$ cat config.mk
export PLATFORM = sky130hd
export DESIGN_NAME = text_token_scanner_flat
export DESIGN_NICKNAME = d
export VERILOG_FILES = /design/src/design/tts_pkg.sv /design/src/design/tts_if.sv /design/src/design/tts_in_stage.sv /design/src/design/tts_scan_core.sv /design/src/design/tts_result_fifo.sv /design/src/design/text_token_scanner.sv /design/src/flat_wrapper.sv
export SDC_FILE = /design/constraint.sdc
export NUM_CORES = 2
export LEC_CHECK = 0
export BUFFER_PORTS_ARGS = -buffer_cell sky130_fd_sc_hd__buf_2
export CAP_MARGIN = 20
export CORE_MARGIN = 8
export CORE_UTILIZATION = 62
export CTS_BUF_LIST = sky130_fd_sc_hd__clkbuf_16
export CTS_CLUSTER_DIAMETER = 200
export CTS_CLUSTER_SIZE = 30
export DETAILED_ROUTE_END_ITERATION = 16
export PLACE_DENSITY = 0.8
export RECOVER_POWER = 100
export SLEW_MARGIN = 20
export SYNTH_ARGS = -nofsm -noshare
export SYNTH_HDL_FRONTEND = slang
export SYNTH_SLANG_ARGS = --single-unit
export TNS_END_PERCENT = 10
$ cat constraint.sdc
create_clock -name i_clk -period 6.2 [get_ports i_clk]
set_input_delay 0.93 -clock i_clk [delete_from_list [all_inputs] [get_ports i_clk]]
set_output_delay 0.93 -clock i_clk [all_outputs]
set_load 0.02 [all_outputs]
$ cat src/design/tts_pkg.sv
// Package for the text token scanner: result and control types, character codes
// and the character class functions used by the scanner core.
// No dependencies.
`timescale 1ns / 1ps

package tts_pkg;

    localparam int DATA_W     = 48;
    localparam int POS_W      = 9;
    localparam int IDENT_KEEP = 12;
    localparam int RES_DEPTH  = 4;
    localparam int RES_PTR_W  = 2;
    localparam int RES_CNT_W  = 3;

    localparam logic [7:0] C_NUL   = 8'o000;
    localparam logic [7:0] C_LF    = 8'o012;
    localparam logic [7:0] C_SPACE = 8'o040;
    localparam logic [7:0] C_STAR  = 8'o052;
    localparam logic [7:0] C_MINUS = 8'o055;
    localparam logic [7:0] C_SLASH = 8'o057;
    localparam logic [7:0] C_ZERO  = 8'o060;
    localparam logic [7:0] C_NINE  = 8'o071;
    localparam logic [7:0] C_UP_LO = 8'o101;
    localparam logic [7:0] C_UP_HI = 8'o132;
    localparam logic [7:0] C_LW_LO = 8'o140;
    localparam logic [7:0] C_LW_HI = 8'o176;

    localparam logic [POS_W-1:0] POS_MAX = 9'd511;
    localparam logic [39:0] SPACE_PAD = 40'h2020202020;

    localparam logic [2:0] KIND_ERROR  = 3'd0;
    localparam logic [2:0] KIND_NUMBER = 3'd1;
    localparam logic [2:0] KIND_IDENT  = 3'd4;
    localparam logic [2:0] KIND_EMPTY  = 3'd6;
    localparam logic [2:0] CH_EOL      = 3'd0;
    localparam logic [2:0] CH_DIGIT    = 3'd1;
    localparam logic [2:0] CH_LETTER   = 3'd2;
    localparam logic [2:0] CH_DELIM    = 3'd3;

    localparam logic CFG_STAR_SLASH = 1'b0;
    localparam logic CFG_CHAR_MODE  = 1'b1;

    typedef enum logic [1:0] {
        PH_IDLE  = 2'd0,
        PH_NUM   = 2'd1,
        PH_MINUS = 2'd2,
        PH_IDENT = 2'd3
    } t_phase;

    typedef struct packed {
        logic star_slash_letters;
        logic char_scan_mode;
    } t_cfg;

    typedef struct packed {
        logic [7:0] char_byte;
        logic       new_string;
    } t_item;

    typedef struct packed {
        logic [2:0]        token_kind;
        logic [DATA_W-1:0] main_word;
        logic [DATA_W-1:0] aux_word;
        logic              last_result;
    } t_result;

    typedef struct packed {
        logic    v0;
        logic    v1;
        t_result r0;
        t_result r1;
    } t_push;

    function automatic logic is_dec_digit(input logic [7:0] c);
        return c inside {[C_ZERO:C_NINE]};
    endfunction

    function automatic logic is_letter(input logic [7:0] c, input logic star_slash);
        return (c inside {[C_UP_LO:C_UP_HI], [C_LW_LO:C_LW_HI]}) ||
               (star_slash && (c inside {C_STAR, C_SLASH}));
    endfunction

endpackage

$ cat src/design/tts_if.sv
// Request and result channel interfaces of the text token scanner.
// Depends on tts_pkg for the field widths.
`timescale 1ns / 1ps

interface tts_req_if;
    logic       valid;
    logic       ready;
    logic [7:0] char_byte;
    logic       new_string;

    modport source (output valid, output char_byte, output new_string, input ready);
    modport sink (input valid, input char_byte, input new_string, output ready);
endinterface

interface tts_res_if;
    logic                      valid;
    logic                      ready;
    logic [2:0]                token_kind;
    logic [tts_pkg::DATA_W-1:0] main_word;
    logic [tts_pkg::DATA_W-1:0] aux_word;
    logic                      last_result;

    modport source (output valid, output token_kind, output main_word, output aux_word,
                    output last_result, input ready);
    modport sink (input valid, input token_kind, input main_word, input aux_word,
                  input last_result, output ready);
endinterface

$ cat src/design/tts_in_stage.sv
// Input register of the scanner: holds one request until the core consumes it.
// Depends on tts_pkg and tts_req_if.
`timescale 1ns / 1ps

module tts_in_stage (
    input  logic           i_clk,
    input  logic           i_rst_n,
    tts_req_if.sink        i_req,
    input  logic           i_proc,
    output logic           o_valid,
    output tts_pkg::t_item o_item
);
    import tts_pkg::*;

    logic  r_valid;
    t_item r_item;
    logic  w_load;

    assign i_req.ready = !r_valid || i_proc;
    assign w_load      = i_req.valid && i_req.ready;

    always_ff @(posedge i_clk) begin
        if (!i_rst_n) begin
            r_valid <= 1'b0;
        end else if (w_load) begin
            r_valid <= 1'b1;
        end else if (i_proc) begin
            r_valid <= 1'b0;
        end
    end

    always_ff @(posedge i_clk) begin
        if (w_load) begin
            r_item.char_byte  <= i_req.char_byte;
            r_item.new_string <= i_req.new_string;
        end
    end

    assign o_valid = r_valid;
    assign o_item  = r_item;

endmodule

$ cat src/design/tts_scan_core.sv
// Scanner core: token state, octal accumulator and identifier buffer, updated once
// per consumed request and producing up to two results. Depends on tts_pkg.
`timescale 1ns / 1ps

module tts_scan_core #(
    parameter int MAX_IDENT_LEN = 128
) (
    input  logic           i_clk,
    input  logic           i_rst_n,
    input  logic           i_proc,
    input  tts_pkg::t_item i_item,
    input  tts_pkg::t_cfg  i_cfg,
    output tts_pkg::t_push o_push
);
    import tts_pkg::*;

    localparam int LEN_W = $clog2(MAX_IDENT_LEN + 1);

    t_phase                r_phase, n_phase;
    logic                  r_started, n_started;
    logic [POS_W-1:0]      r_pos, n_pos;
    logic [DATA_W-1:0]     r_acc, n_acc;
    logic                  r_neg, n_neg;
    logic [7:0]            r_chars [IDENT_KEEP];
    logic [7:0]            n_chars [IDENT_KEEP];
    logic [LEN_W-1:0]      r_len, n_len;
    logic [DATA_W-1:0]     r_aux, n_aux;
    t_push                 w_push;

    always_ff @(posedge i_clk) begin
        if (!i_rst_n) begin
            r_phase   <= PH_IDLE;
            r_started <= 1'b0;
            r_pos     <= '0;
            r_acc     <= '0;
            r_neg     <= 1'b0;
            r_len     <= '0;
            r_aux     <= '0;
            for (int i = 0; i < IDENT_KEEP; i++) begin
                r_chars[i] <= C_SPACE;
            end
        end else begin
            r_phase   <= n_phase;
            r_started <= n_started;
            r_pos     <= n_pos;
            r_acc     <= n_acc;
            r_neg     <= n_neg;
            r_len     <= n_len;
            r_aux     <= n_aux;
            r_chars   <= n_chars;
        end
    end

    always_comb begin
        logic [7:0]        c;
        logic [3:0]        d;
        logic              fall;
        logic              idle_v;
        t_result           idle_r;
        logic              give;
        logic [2:0]        ch_kind;

        c       = i_item.char_byte;
        d       = 4'(c - C_ZERO);
        fall    = 1'b0;
        idle_v  = 1'b0;
        idle_r  = '0;
        give    = 1'b0;
        ch_kind = CH_DELIM;

        n_phase   = r_phase;
        n_started = r_started;
        n_pos     = r_pos;
        n_acc     = r_acc;
        n_neg     = r_neg;
        n_len     = r_len;
        n_aux     = r_aux;
        n_chars   = r_chars;
        w_push    = '0;

        if (i_proc) begin
            if (i_item.new_string) begin
                n_started = 1'b1;
                n_pos     = '0;
                n_phase   = PH_IDLE;
                n_acc     = '0;
                n_neg     = 1'b0;
                n_len     = '0;
            end

            if (!i_item.new_string && !r_started) begin
                w_push.v0 = 1'b1;
                w_push.r0 = '{KIND_ERROR, '0, r_aux, 1'b0};
            end else begin
                if (n_pos < POS_MAX) begin
                    n_pos = n_pos + 1'b1;
                end

                if (i_cfg.char_scan_mode) begin
                    n_phase = PH_IDLE;
                    if (c == C_NUL || c == C_LF) begin
                        ch_kind = CH_EOL;
                    end else if (is_dec_digit(c)) begin
                        ch_kind = CH_DIGIT;
                    end else if (is_letter(c, i_cfg.star_slash_letters)) begin
                        ch_kind = CH_LETTER;
                    end
                    n_aux     = {15'd0, n_pos, 16'd0, c};
                    w_push.v0 = 1'b1;
                    w_push.r0 = '{ch_kind, {c, SPACE_PAD}, n_aux, 1'b0};
                end else begin
                    case (n_phase)
                        PH_MINUS: begin
                            if (is_dec_digit(c)) begin
                                n_neg   = 1'b1;
                                n_acc   = {44'd0, d};
                                n_phase = PH_NUM;
                            end else begin
                                w_push.v0 = 1'b1;
                                w_push.r0 = '{KIND_EMPTY, {40'd0, C_MINUS}, r_aux, 1'b0};
                                n_phase   = PH_IDLE;
                                fall      = 1'b1;
                            end
                        end
                        PH_NUM: begin
                            if (is_dec_digit(c)) begin
                                n_acc = {r_acc[DATA_W-4:0], 3'b000} + {44'd0, d};
                            end else begin
                                n_aux     = {15'd0, n_pos, 16'd0, c};
                                n_phase   = PH_IDLE;
                                w_push.v0 = 1'b1;
                                w_push.r0 = '{KIND_NUMBER, (r_neg ? (~r_acc + 1'b1) : r_acc),
                                              n_aux, 1'b0};
                            end
                        end
                        PH_IDENT: begin
                            if (is_letter(c, i_cfg.star_slash_letters) || is_dec_digit(c)) begin
                                for (int i = 0; i < IDENT_KEEP; i++) begin
                                    if (r_len == LEN_W'(i)) begin
                                        n_chars[i] = c;
                                    end
                                end
                                n_len = r_len + 1'b1;
                                give  = (n_len >= LEN_W'(MAX_IDENT_LEN));
                            end else begin
                                give = 1'b1;
                            end
                            if (give) begin
                                n_aux     = {n_chars[6], n_chars[7], n_chars[8],
                                             n_chars[9], n_chars[10], n_chars[11]};
                                n_phase   = PH_IDLE;
                                w_push.v0 = 1'b1;
                                w_push.r0 = '{KIND_IDENT,
                                              {n_chars[0], n_chars[1], n_chars[2],
                                               n_chars[3], n_chars[4], n_chars[5]},
                                              n_aux, 1'b0};
                            end
                        end
                        default: begin
                            fall = 1'b1;
                        end
                    endcase

                    if (fall) begin
                        if (c == C_NUL || c == C_LF) begin
                            idle_v = 1'b1;
                            idle_r = '{KIND_EMPTY, {40'd0, c}, r_aux, 1'b0};
                        end else if (c == C_SPACE) begin
                            idle_v = 1'b0;
                        end else if (is_dec_digit(c)) begin
                            n_acc   = {44'd0, d};
                            n_neg   = 1'b0;
                            n_phase = PH_NUM;
                        end else if (c == C_MINUS) begin
                            n_phase = PH_MINUS;
                        end else if (is_letter(c, i_cfg.star_slash_letters)) begin
                            for (int i = 0; i < IDENT_KEEP; i++) begin
                                n_chars[i] = C_SPACE;
                            end
                            n_chars[0] = c;
                            n_len      = LEN_W'(1);
                            n_phase    = PH_IDENT;
                        end else begin
                            idle_v = 1'b1;
                            idle_r = '{KIND_EMPTY, {40'd0, c}, r_aux, 1'b0};
                        end

                        if (w_push.v0) begin
                            w_push.v1 = idle_v;
                            w_push.r1 = idle_r;
                        end else begin
                            w_push.v0 = idle_v;
                            w_push.r0 = idle_r;
                        end
                    end
                end
            end

            if (w_push.v1) begin
                w_push.r1.last_result = 1'b1;
            end else if (w_push.v0) begin
                w_push.r0.last_result = 1'b1;
            end
        end
    end

    assign o_push = w_push;

endmodule

$ cat src/design/tts_result_fifo.sv
// Result queue of the scanner: takes up to two results a cycle and presents one
// on the result channel. Depends on tts_pkg and tts_res_if.
`timescale 1ns / 1ps

module tts_result_fifo (
    input  logic                          i_clk,
    input  logic                          i_rst_n,
    input  tts_pkg::t_push                i_push,
    tts_res_if.source                     o_res,
    output logic [tts_pkg::RES_CNT_W-1:0] o_count
);
    import tts_pkg::*;

    t_result               r_mem [RES_DEPTH];
    logic [RES_PTR_W-1:0]  r_wr_ptr, n_wr_ptr;
    logic [RES_PTR_W-1:0]  r_rd_ptr, n_rd_ptr;
    logic [RES_CNT_W-1:0]  r_count, n_count;
    logic                  w_pop;
    logic [RES_PTR_W-1:0]  w_wr_next;
    t_result               w_head;

    assign w_pop     = o_res.valid && o_res.ready;
    assign w_wr_next = r_wr_ptr + 1'b1;

    always_comb begin
        n_wr_ptr = r_wr_ptr + RES_PTR_W'(i_push.v0) + RES_PTR_W'(i_push.v1);
        n_rd_ptr = r_rd_ptr + RES_PTR_W'(w_pop);
        n_count  = r_count + RES_CNT_W'(i_push.v0) + RES_CNT_W'(i_push.v1)
                   - RES_CNT_W'(w_pop);
    end

    always_ff @(posedge i_clk) begin
        if (!i_rst_n) begin
            r_wr_ptr <= '0;
            r_rd_ptr <= '0;
            r_count  <= '0;
        end else begin
            r_wr_ptr <= n_wr_ptr;
            r_rd_ptr <= n_rd_ptr;
            r_count  <= n_count;
        end
    end

    always_ff @(posedge i_clk) begin
        if (i_push.v0) begin
            r_mem[r_wr_ptr] <= i_push.r0;
        end
        if (i_push.v1) begin
            r_mem[w_wr_next] <= i_push.r1;
        end
    end

    assign w_head            = r_mem[r_rd_ptr];
    assign o_res.valid       = (r_count != '0);
    assign o_res.token_kind  = w_head.token_kind;
    assign o_res.main_word   = w_head.main_word;
    assign o_res.aux_word    = w_head.aux_word;
    assign o_res.last_result = w_head.last_result;
    assign o_count           = r_count;

endmodule

$ cat src/design/text_token_scanner.sv
// Top level of the text token scanner: configuration registers, input register,
// scanner core and result queue. Depends on tts_pkg, tts_if and the tts_ modules.
//
// Channel  | Direction | Payload
// i_req    | in        | char_byte, new_string
// o_res    | out       | token_kind, main_word, aux_word, last_result
// i_cfg_*  | in        | write enable, register index, data
//
// One request is taken per cycle while the input register is empty or consumed;
// its results enter the result queue as the core consumes it. A byte ending a
// lone minus gives up to two results. Reset clears all scanner state. The core
// consumes a request only while the queue holds at most two results, so a
// stalled result channel stops the request channel after a short fill.
`timescale 1ns / 1ps

module text_token_scanner #(
    parameter int MAX_IDENT_LEN = 128
) (
    input  logic       i_clk,
    input  logic       i_rst_n,
    input  logic       i_cfg_wr_en,
    input  logic       i_cfg_index,
    input  logic [0:0] i_cfg_data,
    tts_req_if.sink    i_req,
    tts_res_if.source  o_res
);
    import tts_pkg::*;

    t_cfg                  r_cfg;
    logic                  w_in_valid;
    t_item                 w_item;
    logic                  w_proc;
    t_push                 w_push;
    logic [RES_CNT_W-1:0]  w_count;

    always_ff @(posedge i_clk) begin
        if (!i_rst_n) begin
            r_cfg <= '0;
        end else if (i_cfg_wr_en) begin
            case (i_cfg_index)
                CFG_STAR_SLASH: r_cfg.star_slash_letters <= i_cfg_data[0];
                CFG_CHAR_MODE:  r_cfg.char_scan_mode     <= i_cfg_data[0];
                default: begin
                end
            endcase
        end
    end

    assign w_proc = w_in_valid && (w_count <= RES_CNT_W'(RES_DEPTH - 2));

    tts_in_stage u_in_stage (
        .i_clk   (i_clk),
        .i_rst_n (i_rst_n),
        .i_req   (i_req),
        .i_proc  (w_proc),
        .o_valid (w_in_valid),
        .o_item  (w_item)
    );

    tts_scan_core #(
        .MAX_IDENT_LEN (MAX_IDENT_LEN)
    ) u_scan_core (
        .i_clk   (i_clk),
        .i_rst_n (i_rst_n),
        .i_proc  (w_proc),
        .i_item  (w_item),
        .i_cfg   (r_cfg),
        .o_push  (w_push)
    );

    tts_result_fifo u_result_fifo (
        .i_clk   (i_clk),
        .i_rst_n (i_rst_n),
        .i_push  (w_push),
        .o_res   (o_res),
        .o_count (w_count)
    );

`ifndef SYNTHESIS
    a_count_bound: assert property (@(posedge i_clk) disable iff (!i_rst_n)
        w_count <= RES_CNT_W'(RES_DEPTH))
        else $error("result queue overflow");

    a_second_needs_first: assert property (@(posedge i_clk) disable iff (!i_rst_n)
        w_push.v1 |-> (w_push.v0 && w_proc))
        else $error("second result without a first");

    a_held_request: assert property (@(posedge i_clk) disable iff (!i_rst_n)
        (w_in_valid && !w_proc) |=> w_in_valid)
        else $error("request dropped before being consumed");
`endif

endmodule
$ cat src/flat_wrapper.sv
// flat-port wrapper written by rule: the top's interface ports become plain ports
module text_token_scanner_flat import tts_pkg::*;
#(
    parameter int MAX_IDENT_LEN = 128
)
  (i_clk, i_rst_n, i_cfg_wr_en, i_cfg_index, i_cfg_data, i_req_valid, i_req_char_byte, i_req_new_string, i_req_ready, o_res_valid, o_res_token_kind, o_res_main_word, o_res_aux_word, o_res_last_result, o_res_ready);
  tts_req_if i_req_i ();
  tts_res_if o_res_i ();
  input  logic i_clk;
  input  logic i_rst_n;
  input  logic i_cfg_wr_en;
  input  logic i_cfg_index;
  input  logic [0:0] i_cfg_data;
  input wire logic [$bits(i_req_i.valid)-1:0] i_req_valid;
  input wire logic [$bits(i_req_i.char_byte)-1:0] i_req_char_byte;
  input wire logic [$bits(i_req_i.new_string)-1:0] i_req_new_string;
  output wire logic [$bits(i_req_i.ready)-1:0] i_req_ready;
  output wire logic [$bits(o_res_i.valid)-1:0] o_res_valid;
  output wire logic [$bits(o_res_i.token_kind)-1:0] o_res_token_kind;
  output wire logic [$bits(o_res_i.main_word)-1:0] o_res_main_word;
  output wire logic [$bits(o_res_i.aux_word)-1:0] o_res_aux_word;
  output wire logic [$bits(o_res_i.last_result)-1:0] o_res_last_result;
  input wire logic [$bits(o_res_i.ready)-1:0] o_res_ready;
  assign i_req_i.valid = i_req_valid;
  assign i_req_i.char_byte = i_req_char_byte;
  assign i_req_i.new_string = i_req_new_string;
  assign i_req_ready = i_req_i.ready;
  assign o_res_valid = o_res_i.valid;
  assign o_res_token_kind = o_res_i.token_kind;
  assign o_res_main_word = o_res_i.main_word;
  assign o_res_aux_word = o_res_i.aux_word;
  assign o_res_last_result = o_res_i.last_result;
  assign o_res_i.ready = o_res_ready;
  text_token_scanner #(.MAX_IDENT_LEN(MAX_IDENT_LEN)) u_core (.i_clk(i_clk), .i_rst_n(i_rst_n), .i_cfg_wr_en(i_cfg_wr_en), .i_cfg_index(i_cfg_index), .i_cfg_data(i_cfg_data), .i_req(i_req_i), .o_res(o_res_i));
endmodule
Word-level counts from Yosys, hierarchy flattened
Memories as Yosys holds them, arrays and structs flattened. A register that Yosys moved wholly into a read port is not among the register bits.
Index checks and enable logic that the tools add are counted.
- bits in registers: 232
- bits in latches: 0
- memory bits (writable): 400
- ROM bits: 0
- input port bits: 16
- output and inout bits: 102
- word-level logic and storage cells: 240
- memories: 1
- add/sub/neg operators: 12
- multipliers: 0
- divide/modulo/power cells: 0
- magnitude comparators: 9
- equality and inequality tests: 21
- shift-type cells: 0
- muxes and demuxes: 137
- bitwise operators: 4
- reductions and logical operators: 29
- memory list (memory ; words ; bits a word ; rd ports ; clocked after memory_dff ; wr ports ; RTL line ; source):
    u_core.u_result_fifo.r_mem ; 4 ; 100 ; 1 ; 1 ; 2 ; tts_result_fifo.sv:14 ; t_result r_mem [RES_DEPTH];
- operator list (operator ; number):
    100-bit two-way mux ; 13
    96-bit two-way mux ; 12
    48-bit two-way mux ; 13
    202-bit two-way mux ; 2
    100-bit one-hot mux with 3 select lines ; 1
    48-bit one-hot mux with 2 select lines ; 2
    8-bit two-way mux ; 23
    98-bit two-way mux ; 1
    9-bit two-way mux ; 6
    48-bit by 1-bit adder with 48-bit output (second input constant) ; 1
    48-bit by 4-bit adder with 48-bit output ; 1
    48-bit NOT ; 1
    1-bit two-way mux ; 46
    8-bit by 4-bit == test with 1-bit output (second input constant) ; 5
    8-bit by 3-bit == test with 1-bit output (second input constant) ; 4
    8-bit by 6-bit == test with 1-bit output (second input constant) ; 4
    2-bit two-way mux ; 15
    8-bit by 2-bit == test with 1-bit output (second input constant) ; 2
    8-bit by 7-bit >= comparator with 1-bit output (second input constant) ; 2
    8-bit by 7-bit <= comparator with 1-bit output (second input constant) ; 2
    8-bit zero test ; 2
    9-bit by 1-bit adder with 9-bit output (second input constant) ; 1
    9-bit < comparator (second input constant) ; 1
    8-bit by 1-bit adder with 8-bit output (second input constant) ; 1
    other kinds (25) ; 51

Logic depth before layout (Yosys ltp)
- depth after elaboration: 26
- mapped depth: 19

Modules after synthesis
From an unflattened synthesis, not the netlist that was laid out.
- cells, all modules: 2813
- area, all modules: 34155.3 µm²
- by module, submodules not included (module ; instances ; cells an instance ; area an instance (µm²)):
    tts_result_fifo ; 1 ; 1005 ; 19698.9
    tts_scan_core ; 1 ; 1783 ; 14026.0
    tts_in_stage ; 1 ; 14 ; 327.8
    text_token_scanner ; 1 ; 11 ; 102.6

Worst setup path after synthesis
Ideal clock, no wire load.
- path kind: register to register
- start: register u_core.u_in_stage.r_item (netlist bit u_core.u_in_stage.o_item[0])
- end: memory u_core.u_result_fifo.r_mem[3][0] (netlist bit), enable pin
- library setup time: 413 ps
- data arrival time: 4312 ps
- data required time: 5787 ps
- setup slack: 1475 ps
- stages on the path, launching flop included: 17
- path buffers: 6
- cell sequence: edfxtp_1 > clkbuf_1 > inv_1 > clkbuf_1 > nand2_1 > inv_1 > ha_1 > clkbuf_1 > o2111ai_1 > a31o_2 > nor4_1 > buf_2 > and2_1 > buf_4 > nor2_2 > clkbuf_1 > inv_1
- RTL lines (item ; RTL line ; source):
    from (decl) ; tts_in_stage.sv:16 ; t_item r_item;
    to (decl) ; tts_result_fifo.sv:14 ;

==> results.ini <==
[sta]
setup_viol=0
fin_skew_ps=45.2
maxSlewHeadroom_pct=-89.6
maxSlewViolCount=278
tightestPinTransition_ps=2840
period_share_pct=87.8
setup_tns_ps=0
finalHoldViolations=0
fmax_mhz=184
rsz0062_at_grt=false
setup_ws_ps=754
fin_crit_ps=5450

[global_routing]
antenna_found_initial=0
gr-total-overflow=0
grt_pass1_wl_microns=145000
grt_use_total_pct=32.3
grt_max_degree=116
grt_pass1_vias=23900

[place]
dp.cells=3492
port_buffers=117
dp_hpwl_microns=64300
gp_congestion=0.998
dp_slack_ps=1420

[cts]
clock_latency_ps=610
cts-resized-gates=0
htree_levels=1
cts_tree=built
cts.sinks=632
cts_root_buffer=clkbuf_16
cts_buffers=25
cts_hold_buf=0
path_clk_slew_ps=120
post_cts.repair.setup_buffers=0
cts_buffer_depth=3

[yosys]
synth_cell_types=88
ys_seq_elements=632
synth_edf_count=245
seq_area_frac_synth_pct=48.6
yosysWarnings=0
synth_ff_type=dfxtp_1
syn_inst=2905
syn_area_sq_um=31100
postSynthAreaPerCell_sq_um=10.7
synthArstFlopShare_pct=0
syn_nets=2939

[pwr]
leakage_nw=10.7
power_mw=8.53
pwr-share-seq_pct=53.8
switchingPower_mw=2.70
combinationalPowerShare_pct=22.4
sw_frac_of_total_pct=31.7
ir_drop_uv=185
p_per_area_nw_per_um2=262
p_clk_share_pct=23.8
internal-power_mw=5.82

[floorplanning]
io_pins=118
die_x_microns=240
initial_core_util_pct=62.4
num_rows=82
core_sq_um=49900
die_y_microns=240
fp.dieArea_sq_um=57600

[routing]
wire_per_inst_microns=27.3
num_vias=25300
totalWireLength_microns=96500
initialDrtViolationCount=3916
postRouteAntennaNets=0
via_per_inst=7.16
drc=0
first_pass_iters=8

[final_layout]
post-route-util_pct=65.3
num_antenna_cells=0
fin_cells=3531
syn2layout_area_growth_pct=4.61
nNetsFinal=2881
final.fill_count=3965
drive_above_1_share_pct=8.50

[flow_run]
max_cap_violations=5

[worst_setup_path]
critPathLaunchType=register
reg2reg_from=u_core.u_in_stage.o_item[2]
cp_data_required_time_ps=6440
worstPathMaxFanout=36
startpoint=u_core.u_in_stage.o_item[2]
path_class=reg -> reg
crit_path_end_kind=register
cp.arrival_ps=5690

[outcome]
run_status=complete, but fails checks
violations=max-capacitance violations, max-slew violations

[min_path]
min_path_type=reg -> reg
hp-start=u_core.u_scan_core.r_chars[95]

-- sequential cells by signal, indices dropped and copies added, names as in the netlist, 2 cells and up --
register	cells
u_core.u_result_fifo.r_mem	400
u_core.u_scan_core.r_chars	96
u_core.u_scan_core.r_acc	48
u_core.u_scan_core.r_aux	48
u_core.u_in_stage.o_item	9
u_core.u_scan_core.r_pos	9
u_core.u_scan_core.r_len	8
u_core.u_result_fifo.o_count	3
u_core.r_cfg	2
u_core.u_result_fifo.r_rd_ptr	2
u_core.u_result_fifo.r_wr_ptr	2
u_core.u_scan_core.r_phase	2
-- layer usage --
layer	track usage, %	part of all wire, %
met3	6.81	12
met1	46.1	40
met2	49.3	45
met5	0	0
met4	9.58	3.0
-- kinds of logic after synthesis --
logic type / Yosys count / share of synthesized area (%)
XOR/XNOR: 96 / 2.70
AO/OA/AOI/OAI: 917 / 22.4
AND/OR/NAND/NOR: 744 / 11.7
adder cells (fa/ha/maj): 18 / 0.796
flip-flops: 632 / 48.6
buffers and inverters: 320 / 4.17
multiplexers: 178 / 9.75
-- cell type report --
class                   instances  area, sq um  share of cell area [%]
clock inverters                14         78.8                   0.242
inverters                      47          176                   0.542
repair buffers                188          957                    2.94
clock buffers                  25          626                    1.92
multi-input cells            1953        14800                    45.3
well taps                     672          841                    2.58
flip-flops and latches        632        15100                    46.4
-- through the flow --
step	area, sq um	hold slack, ps
floorplan	31100	410
global placement	32100	417
detailed placement	32100	431
CTS	32800	449
global route	32500	474
finish	32500	450
-- worst paths after layout --
| path | cells after the start | slack (ps) | endpoint |
|---|---|---|---|
| worst max register to register | 11 | 750 | u_core.u_result_fifo.r_mem[2][9] |
| worst max-delay path | 11 | 750 | u_core.u_result_fifo.r_mem[2][9] |
| worst min-delay path | 2 | 450 | u_core.u_scan_core.r_chars[95] |
| worst min register to register | 2 | 450 | u_core.u_scan_core.r_chars[95] |
-- cell usage after synthesis (all sizes together), types with 18 or more instances --
cell,number,share of area [%]
dfxtp,387,25
a22o,311,8.8
nand2,276,3.3
edfxtp,245,24
clkbuf,188,2.3
o21ai,160,2.6
nor2,135,1.7
mux4,100,7.2
buf,85,1.3
mux2i,77,2.5
nand3,70,1.1
a21oi,66,1.1
nor2b,61,1.2
o2bb2ai,54,1.5
a22oi,53,1.3
a21boi,50,1.2
xor2,49,1.4
xnor2,47,1.3
inv,45,0.54
and2,39,0.78
or3,37,0.74
o22ai,36,0.72
nor3,25,0.42
a31oi,18,0.38
-- power groups by stage --
stage / Combinational [mW] / Sequential [mW] / Clock [mW]
after floorplan: 1.37 / 4.57 / 0
after global placement: 1.91 / 4.67 / 0
after detailed placement: 1.93 / 4.68 / 0
after CTS: 1.94 / 4.59 / 2.03
after global routing: 1.99 / 4.61 / 2.16
final: 1.91 / 4.59 / 2.03
-- cells in the final DEF, fill, tap and decap left out, types with 65 or more instances in the layout --
cell type,n
dfxtp_1,386
a22o_1,311
nand2_1,275
edfxtp_1,245
o21ai_0,154
nor2_1,132
clkbuf_1,113
mux4_2,100
mux2i_1,77
nand3_1,69
a21oi_1,65
-- critical path: stages, from the launching register on --
cell	delay, ps
edfxtp_1	520
buf_4	340
nand2_1	80
o311ai_0	790
nor2_1	260
or2_2	400
nor4_1	480
clkbuf_1	510
and2_1	700
nor2_4	250
inv_1	150
buf_4	500
(Power assumes the default switching activity.)
